$ cat src/sv/bmt_pkg.sv
`timescale 1ns / 1ps
// ----------------------------------------------------------------------------
// Breakpoint match table package
// Shared types and codes for the breakpoint table, its scan and its store.
// ----------------------------------------------------------------------------
package bmt_pkg;

	localparam int SLOT_COUNT_DEF = 8;
	localparam int ADDR_W         = 32;

	localparam logic OP_TOGGLE = 1'b0;
	localparam logic OP_CHECK  = 1'b1;

	localparam logic [2:0] CODE_CHECK    = 3'd0;
	localparam logic [2:0] CODE_ENABLED  = 3'd1;
	localparam logic [2:0] CODE_DISABLED = 3'd2;
	localparam logic [2:0] CODE_CLAIMED  = 3'd3;
	localparam logic [2:0] CODE_FULL     = 3'd4;

	typedef struct packed {
		logic              opcode;
		logic [ADDR_W-1:0] address;
	} bmt_in_t;

	typedef struct packed {
		logic       pause;
		logic       hit;
		logic [2:0] slot;
		logic [2:0] result_code;
	} bmt_out_t;

	// comparator verdict on the slot under scan
	typedef struct packed {
		logic addr_eq;
		logic hit;
		logic slot_free;
	} bmt_cmp_t;

	// table update issued at the end of a toggle
	typedef struct packed {
		logic flip;
		logic claim;
	} bmt_wr_t;

	typedef enum logic {
		ST_IDLE,
		ST_SCAN
	} bmt_state_t;

endpackage

$ cat src/sv/bmt_slot_store.sv
`timescale 1ns / 1ps
// ----------------------------------------------------------------------------
// Breakpoint slot store
// Slot address memory with registered read, enable flops and written marks.
// ----------------------------------------------------------------------------
module bmt_slot_store #(
	parameter int SLOT_COUNT = bmt_pkg::SLOT_COUNT_DEF,
	parameter int IDX_W      = 3
) (
	input  logic                      clk,
	input  logic                      arst_n,
	input  logic                      rd_en,
	input  logic [IDX_W-1:0]          rd_idx,
	output logic [bmt_pkg::ADDR_W-1:0] rd_data,
	input  logic [IDX_W-1:0]          en_idx,
	output logic                      en_bit,
	input  bmt_pkg::bmt_wr_t          wr_cmd,
	input  logic [IDX_W-1:0]          wr_idx,
	input  logic [bmt_pkg::ADDR_W-1:0] wr_addr
);

	logic [bmt_pkg::ADDR_W-1:0] mem [SLOT_COUNT];
	logic [SLOT_COUNT-1:0]      enabled_q;
	logic [SLOT_COUNT-1:0]      written_q;
	logic [bmt_pkg::ADDR_W-1:0] data_s1;
	logic                       written_s1;

	always_ff @(posedge clk) begin
		if (wr_cmd.claim) begin
			mem[wr_idx] <= wr_addr;
		end
		if (rd_en) begin
			data_s1 <= mem[rd_idx];
		end
	end

	always_ff @(posedge clk or negedge arst_n) begin
		if (!arst_n) begin
			enabled_q  <= '0;
			written_q  <= '0;
			written_s1 <= 1'b0;
		end else begin
			if (rd_en) begin
				written_s1 <= written_q[rd_idx];
			end
			if (wr_cmd.claim) begin
				enabled_q[wr_idx] <= 1'b1;
				written_q[wr_idx] <= 1'b1;
			end else if (wr_cmd.flip) begin
				enabled_q[wr_idx] <= ~enabled_q[wr_idx];
			end
		end
	end

	// a slot never claimed reads as address zero; the memory itself has no reset
	assign rd_data = written_s1 ? data_s1 : '0;
	assign en_bit  = enabled_q[en_idx];

endmodule

$ cat src/sv/bmt_cmp.sv
`timescale 1ns / 1ps
// ----------------------------------------------------------------------------
// Breakpoint comparator
// Shared address compare applied to one slot per cycle during the scan.
// ----------------------------------------------------------------------------
module bmt_cmp (
	input  logic [bmt_pkg::ADDR_W-1:0] key,
	input  logic [bmt_pkg::ADDR_W-1:0] slot_addr,
	input  logic                       slot_en,
	output bmt_pkg::bmt_cmp_t          verdict
);

	logic eq;

	assign eq                = (slot_addr == key);
	assign verdict.addr_eq   = eq;
	assign verdict.hit       = eq & slot_en;
	assign verdict.slot_free = ~slot_en;

endmodule

$ cat src/sv/bmt_seq.sv
`timescale 1ns / 1ps
// ----------------------------------------------------------------------------
// Breakpoint scan sequencer
// Walks the slots one per cycle, decides the item and updates the table.
// ----------------------------------------------------------------------------
module bmt_seq #(
	parameter int SLOT_COUNT = bmt_pkg::SLOT_COUNT_DEF,
	parameter int IDX_W      = 3
) (
	input  logic                       clk,
	input  logic                       arst_n,
	input  logic                       start,
	output logic                       busy,
	input  bmt_pkg::bmt_in_t           cmd,
	output logic                       done,
	output bmt_pkg::bmt_out_t          result,
	output logic                       rd_en,
	output logic [IDX_W-1:0]           rd_idx,
	output logic [IDX_W-1:0]           cmp_idx,
	output logic [bmt_pkg::ADDR_W-1:0] key,
	input  bmt_pkg::bmt_cmp_t          verdict,
	output bmt_pkg::bmt_wr_t           wr_cmd,
	output logic [IDX_W-1:0]           wr_idx
);

	localparam logic [IDX_W-1:0] LAST_IDX = IDX_W'(SLOT_COUNT - 1);

	bmt_pkg::bmt_state_t state_q, state_d;

	logic                       op_q;
	logic [bmt_pkg::ADDR_W-1:0] key_q;
	logic [IDX_W-1:0]           rd_idx_q;
	logic                       issue_done_q;
	logic                       valid_s1;
	logic [IDX_W-1:0]           idx_s1;
	logic                       free_found_q;
	logic [IDX_W-1:0]           free_idx_q;
	logic                       active_valid_q;
	logic [IDX_W-1:0]           active_slot_q;
	logic                       done_q;
	bmt_pkg::bmt_out_t          result_q;

	logic                       scanning;
	logic                       last_s1;
	logic                       finish;
	logic                       claim_ok;
	logic [IDX_W-1:0]           claim_idx;
	logic                       repeat_hit;
	bmt_pkg::bmt_out_t          res_d;

	// next state
	always_comb begin
		state_d = state_q;
		case (state_q)
			bmt_pkg::ST_IDLE: begin
				if (start) state_d = bmt_pkg::ST_SCAN;
			end
			bmt_pkg::ST_SCAN: begin
				if (finish) state_d = bmt_pkg::ST_IDLE;
			end
			default: state_d = bmt_pkg::ST_IDLE;
		endcase
	end

	// state outputs
	always_comb begin
		busy     = 1'b0;
		scanning = 1'b0;
		case (state_q)
			bmt_pkg::ST_IDLE: begin
				busy = 1'b0;
			end
			bmt_pkg::ST_SCAN: begin
				busy     = 1'b1;
				scanning = 1'b1;
			end
			default: begin
				busy = 1'b0;
			end
		endcase
	end

	assign last_s1    = (idx_s1 == LAST_IDX);
	assign claim_ok   = free_found_q | verdict.slot_free;
	assign claim_idx  = free_found_q ? free_idx_q : idx_s1;
	assign repeat_hit = active_valid_q && (active_slot_q == idx_s1);

	// decision on the slot under compare
	always_comb begin
		finish = 1'b0;
		wr_cmd = '0;
		wr_idx = idx_s1;
		res_d  = '0;
		if (scanning && valid_s1) begin
			if (op_q == bmt_pkg::OP_CHECK) begin
				if (verdict.hit) begin
					finish      = 1'b1;
					res_d.hit   = 1'b1;
					res_d.pause = ~repeat_hit;
					res_d.slot  = 3'(idx_s1);
				end else if (last_s1) begin
					finish = 1'b1;
				end
				res_d.result_code = bmt_pkg::CODE_CHECK;
			end else begin
				if (verdict.addr_eq) begin
					finish      = 1'b1;
					wr_cmd.flip = 1'b1;
					res_d.slot  = 3'(idx_s1);
					res_d.result_code = verdict.slot_free ? bmt_pkg::CODE_ENABLED
					                                      : bmt_pkg::CODE_DISABLED;
				end else if (last_s1) begin
					finish = 1'b1;
					if (claim_ok) begin
						wr_cmd.claim      = 1'b1;
						wr_idx            = claim_idx;
						res_d.slot        = 3'(claim_idx);
						res_d.result_code = bmt_pkg::CODE_CLAIMED;
					end else begin
						res_d.result_code = bmt_pkg::CODE_FULL;
					end
				end
			end
		end
	end

	always_ff @(posedge clk) begin
		if (state_q == bmt_pkg::ST_IDLE && start) begin
			op_q  <= cmd.opcode;
			key_q <= cmd.address;
		end
		idx_s1 <= rd_idx_q;
		if (finish) begin
			result_q <= res_d;
		end
		if (valid_s1 && verdict.slot_free && !free_found_q) begin
			free_idx_q <= idx_s1;
		end
	end

	always_ff @(posedge clk or negedge arst_n) begin
		if (!arst_n) begin
			state_q        <= bmt_pkg::ST_IDLE;
			rd_idx_q       <= '0;
			issue_done_q   <= 1'b0;
			valid_s1       <= 1'b0;
			free_found_q   <= 1'b0;
			active_valid_q <= 1'b0;
			active_slot_q  <= '0;
			done_q         <= 1'b0;
		end else begin
			state_q  <= state_d;
			done_q   <= finish;
			valid_s1 <= scanning && !issue_done_q && !finish;
			if (state_q == bmt_pkg::ST_IDLE) begin
				rd_idx_q     <= '0;
				issue_done_q <= 1'b0;
				free_found_q <= 1'b0;
			end else begin
				if (!issue_done_q) begin
					if (rd_idx_q == LAST_IDX) issue_done_q <= 1'b1;
					else rd_idx_q <= rd_idx_q + IDX_W'(1);
				end
				if (valid_s1 && verdict.slot_free) free_found_q <= 1'b1;
			end
			// only check hits move the active mark
			if (finish && op_q == bmt_pkg::OP_CHECK && verdict.hit) begin
				active_valid_q <= ~repeat_hit;
				active_slot_q  <= idx_s1;
			end
		end
	end

	assign rd_en   = scanning && !issue_done_q;
	assign rd_idx  = rd_idx_q;
	assign cmp_idx = idx_s1;
	assign key     = key_q;
	assign done    = done_q;
	assign result  = result_q;

endmodule

$ cat src/sv/breakpoint_match_table_unit.sv
`timescale 1ns / 1ps
// ----------------------------------------------------------------------------
// Breakpoint match table
// Toggle and check of breakpoint addresses against a table of slots.
// ----------------------------------------------------------------------------
// An item (toggle or check) is taken when start is high and busy is low. The
// slots are read one per cycle through the single read port of the address
// memory and tested by one shared comparator, so an item keeps busy high
// until its scan ends: a check stops at the first enabled match, a toggle
// at the first address match, and a check that misses, a toggle that claims a
// slot or a toggle that finds the table full walks every slot. The result
// appears with done for exactly one cycle, the cycle in which busy has dropped
// again; it is not held, so the receiver must take it then. Reset leaves every
// slot disabled at address zero.
module breakpoint_match_table_unit #(
	parameter int SLOT_COUNT = bmt_pkg::SLOT_COUNT_DEF
) (
	input  logic              clk,
	input  logic              arst_n,
	input  logic              start,
	output logic              busy,
	input  bmt_pkg::bmt_in_t  cmd,
	output logic              done,
	output bmt_pkg::bmt_out_t result
);

	localparam int IDX_W = (SLOT_COUNT > 1) ? $clog2(SLOT_COUNT) : 1;

	logic                       rd_en;
	logic [IDX_W-1:0]           rd_idx;
	logic [IDX_W-1:0]           cmp_idx;
	logic [bmt_pkg::ADDR_W-1:0] key;
	logic [bmt_pkg::ADDR_W-1:0] slot_addr;
	logic                       slot_en;
	bmt_pkg::bmt_cmp_t          verdict;
	bmt_pkg::bmt_wr_t           wr_cmd;
	logic [IDX_W-1:0]           wr_idx;

	bmt_slot_store #(
		.SLOT_COUNT(SLOT_COUNT),
		.IDX_W     (IDX_W)
	) u_store (
		.clk    (clk),
		.arst_n (arst_n),
		.rd_en  (rd_en),
		.rd_idx (rd_idx),
		.rd_data(slot_addr),
		.en_idx (cmp_idx),
		.en_bit (slot_en),
		.wr_cmd (wr_cmd),
		.wr_idx (wr_idx),
		.wr_addr(key)
	);

	bmt_cmp u_cmp (
		.key      (key),
		.slot_addr(slot_addr),
		.slot_en  (slot_en),
		.verdict  (verdict)
	);

	bmt_seq #(
		.SLOT_COUNT(SLOT_COUNT),
		.IDX_W     (IDX_W)
	) u_seq (
		.clk    (clk),
		.arst_n (arst_n),
		.start  (start),
		.busy   (busy),
		.cmd    (cmd),
		.done   (done),
		.result (result),
		.rd_en  (rd_en),
		.rd_idx (rd_idx),
		.cmp_idx(cmp_idx),
		.key    (key),
		.verdict(verdict),
		.wr_cmd (wr_cmd),
		.wr_idx (wr_idx)
	);

endmodule

$ cat config.mk
export PLATFORM = sky130hd
export DESIGN_NAME = breakpoint_match_table_unit
export DESIGN_NICKNAME = d
export VERILOG_FILES = /design/src/sv/bmt_pkg.sv /design/src/sv/bmt_slot_store.sv /design/src/sv/bmt_cmp.sv /design/src/sv/bmt_seq.sv /design/src/sv/breakpoint_match_table_unit.sv
export SDC_FILE = /design/constraint.sdc
export NUM_CORES = 1
export LEC_CHECK = 0
export BUFFER_PORTS_ARGS = -buffer_cell sky130_fd_sc_hd__clkbuf_2
export CAP_MARGIN = 25
export CORE_UTILIZATION = 30
export DETAILED_ROUTE_END_ITERATION = 7
export PLACE_DENSITY_LB_ADDON = 0.25
export SLEW_MARGIN = 20
export SYNTH_ARGS = -nofsm -noshare
export SYNTH_HDL_FRONTEND = slang
export SYNTH_SLANG_ARGS = --single-unit
$ cat constraint.sdc
create_clock -name clk -period 9.9 [get_ports clk]
set_input_delay 1.98 -clock clk [delete_from_list [all_inputs] [get_ports clk]]
set_output_delay 1.98 -clock clk [all_outputs]
set_load 0.005 [all_outputs]
==> run summary <==
GR Layer Usage met1 - 16.96%
Largest cells by area after synthesis - edfxtp_1 (69%), mux4_2 (11%), dfrtp_1 (5.0%)
Yosys top cell by area - edfxtp_1
FMAX - 0.2457 GHz
Number of global-route vias before repair - 7,403
Mapped Avg Cell Area - 19.55 um^2
Cell area after synthesis - 0.01450 mm^2
Peak supply drop - 127.1 uV
Crit share post-route - 41.10%
Max-slew headroom - 41.61%
Design area - 0.01673 mm^2
Clock buffer depth - 3
Number of clock sinks - 364
Largest family of logic cells by synthesized area - multiplexers
Setup TNS - 0 ps
Worst setup path class - flip-flop to flip-flop
XOR/XNOR share of the synthesized area - 1.208%
Antenna violations before repair - 0
CTS resizes - 0
Yosys reg bits - 364
Max H-tree Level - 2
RR Endpoint - u_store.mem[4][7]
Die Wd - 221.9 um
Arr. time, crit path - 4230 ps
Setup bufs post-CTS - 0
Unrepaired setup endpoints after global routing - false
Reg2reg start - u_store.written_s1
Starting Density - 30.37%
IO Count - 46
Global-route wire length before repair - 46,100 um
Post-synthesis simple-gate area fraction - 4.926%
Top cell type's share of synthesized area - 68.74%
Dpl cell area - 0.01555 mm^2
Required time of the critical path - 10,060 ps
Met2 Use GR - 20.01%
DR vias - 7,102
Cells after synthesis - 742
GRT Overall Usage - 12.34%
Vias per cell - 4.881
GR peak layer - met2
Synth unique cells - 66
Root Buffer - clkbuf_16
Post-DP HPWL - 17,300 um
GRT overflow - 0
Commonest cells after routing, fill and taps aside - edfxtp_1 (332), mux4_2 (68), clkbuf_2 (45), clkbuf_16 (39), mux2_2 (32)
Post-synth top flop - edfxtp_1
Pre-CTS WS - 5826 ps
Synth Area in Compound Gates - 4.357%
GPL Wtd Cong - 0.7887
Crit. Startpoint - u_store.written_s1
Status - finished clean
DIE AREA - 0.04923 mm^2
Fin crit period - 4069 ps
Worst skew pair latency - 540 ps
Cell Pwr Density - 259.4 mW/mm^2
Reg clk slew, reported paths - 60 ps
Die Height - 221.9 um
# diodes - 0
Asr flop ratio synth - 7.967%
DR WL/cell - 20.26 um
Overall power - 4.341 mW
Final hold vios - 0
First DRT Iteration DRCs - 508
P_leak - 5.423 nW
Reg2Reg Depth - 9
Worst-Margin Slew - 875.8 ps
Hold_buf cts - 0
FF+latch area - 0.01076 mm^2
Worst hold path class - flip-flop to flip-flop
Final nets - 851
Crit-path max FO - 49
TritonCTS clock tree - yes
Largest net degree at the start of global routing - 50
DRC viols - 0
EDFF count, synth - 332
Worst Slack Setup Final - 5831 ps
Layout cell share with drive strength beyond 1 - 29.29%
Syn nets - 780
Synth-to-Final Area Change - 15.37%
Port bufs - 45
Critical Path End - u_store.mem[4][7]
Row cnt - 80
Multi-input gate area - 0.003597 mm^2
Filler Cells Inserted - 4,414
Worst R2R Setup Slack - 5830 ps
Critical Path Start Type - flip-flop
Final WL - 29,470 um
Final setup violation count - 0
Synth Area in Adders - 0.1725%
Seq/Total Area, Yosys - 74.16%
Most common cell after layout, fill and taps aside - edfxtp_1
Max-cap viol count - 0
Post-DRT Antenna Nets - 0
Inserted Clock Buffers - 39
Crit end category - flip-flop
Core area - 0.04775 mm^2
Post-Route Skew - 17.59 ps
Drt pass-1 iters - 4
GR met3 Demand/Resource - 2.134%
Pins Over Slew Limit - 0
Synth warn - 0
Mux cell area share after synthesis - 13.74%
==> cell usage after synthesis (9+ instances only) <==
cell      count
mux2_2       32
o21a_1       16
o22ai_1      21
nand2_1      14
mux4_2       68
nand4b_1     17
nand3_1      21
inv_1        11
nor2_1       16
edfxtp_1    332
nor3_1       20
xor2_1       17
dfrtp_1      29
o21ai_0       9
clkbuf_1     17
==> kinds of logic (layout without fill, tap and decap cells) <==
| group | count (synthesis) | count (layout) |
|---|---|---|
| DFF | 364 | 364 |
| and+or+nand+nor | 120 | 120 |
| muxes | 108 | 108 |
| AOI/OAI and AO/OA | 86 | 86 |
| buffers and inverters | 42 | 140 |
| xor gates and xnor gates | 20 | 20 |
| adders and majority gates | 2 | 2 |
==> area by class of cell <==
type / count / share of cell area (%)
clock inverters: 23 / 1.054
repair buffers: 61 / 2.303
well taps: 615 / 4.599
flip-flops and latches: 364 / 64.33
clock buffers: 45 / 5.968
inverters: 11 / 0.2468
multi-input cells: 336 / 21.50
==> registers in the layout, summed over array words and instances, names as in the netlist, 3 cells and up <==
name                 count
u_seq.active_slot_q      3
u_store.mem            256
u_seq.result             8
u_seq.rd_idx             3
u_store.data_s1         32
u_seq.free_idx_q         3
u_store.written_q        8
u_seq.cmp_idx            3
u_store.enabled_q        8
u_seq.key               32
==> worst max-delay path, cell delays in order, from the launching register on <==
cell	delay [ps]
dfrtp_2	930
nand4b_1	200
o22ai_2	190
o22ai_2	110
nor4_4	610
nand2_4	160
a41o_1	400
or2_1	370
nor3_4	200
buf_4	470
==> worst min path at each step <==
stage / cells after the start / slack, ps / startpoint / end
detailed placement: 1 / 450 / u_store.written_q[4] / u_store.written_q[4]
global placement: 1 / 450 / u_store.written_q[3] / u_store.written_q[3]
CTS: 1 / 460 / u_store.written_q[4] / u_store.written_q[4]
finish: 1 / 460 / u_store.written_q[5] / u_store.written_q[5]
floorplan: 0 / 370 / u_seq.rd_idx[0] / u_seq.cmp_idx[0]
global route: 1 / 480 / u_store.written_q[1] / u_store.written_q[1]
==> power breakdown <==
group	internal (mW)	switching, mW
clock	0.775	0.584
sequential	1.89	0.227
combinational	0.468	0.402
total	3.13	1.21
==> routing by layer <==
metal	part of all wire (%)	routed length [um]
met1	46	13490
met2	48	14260
met3	3.5	1044
met4	2.3	676
met5	0	0
==> through the flow <==
stage / cells / hold slack, ps / utilization (%)
after floorplan: 742 / 371.6 / -
after global placement: 1385 / 447.2 / 32.46
after detailed placement: 1387 / 447.4 / 32.57
after CTS: 1455 / 464.4 / 35.03
after global routing: 1455 / 482.9 / 35.04
final: 1455 / 463.7 / 35.04
No activity file was read; power rests on OpenSTA's default activity.
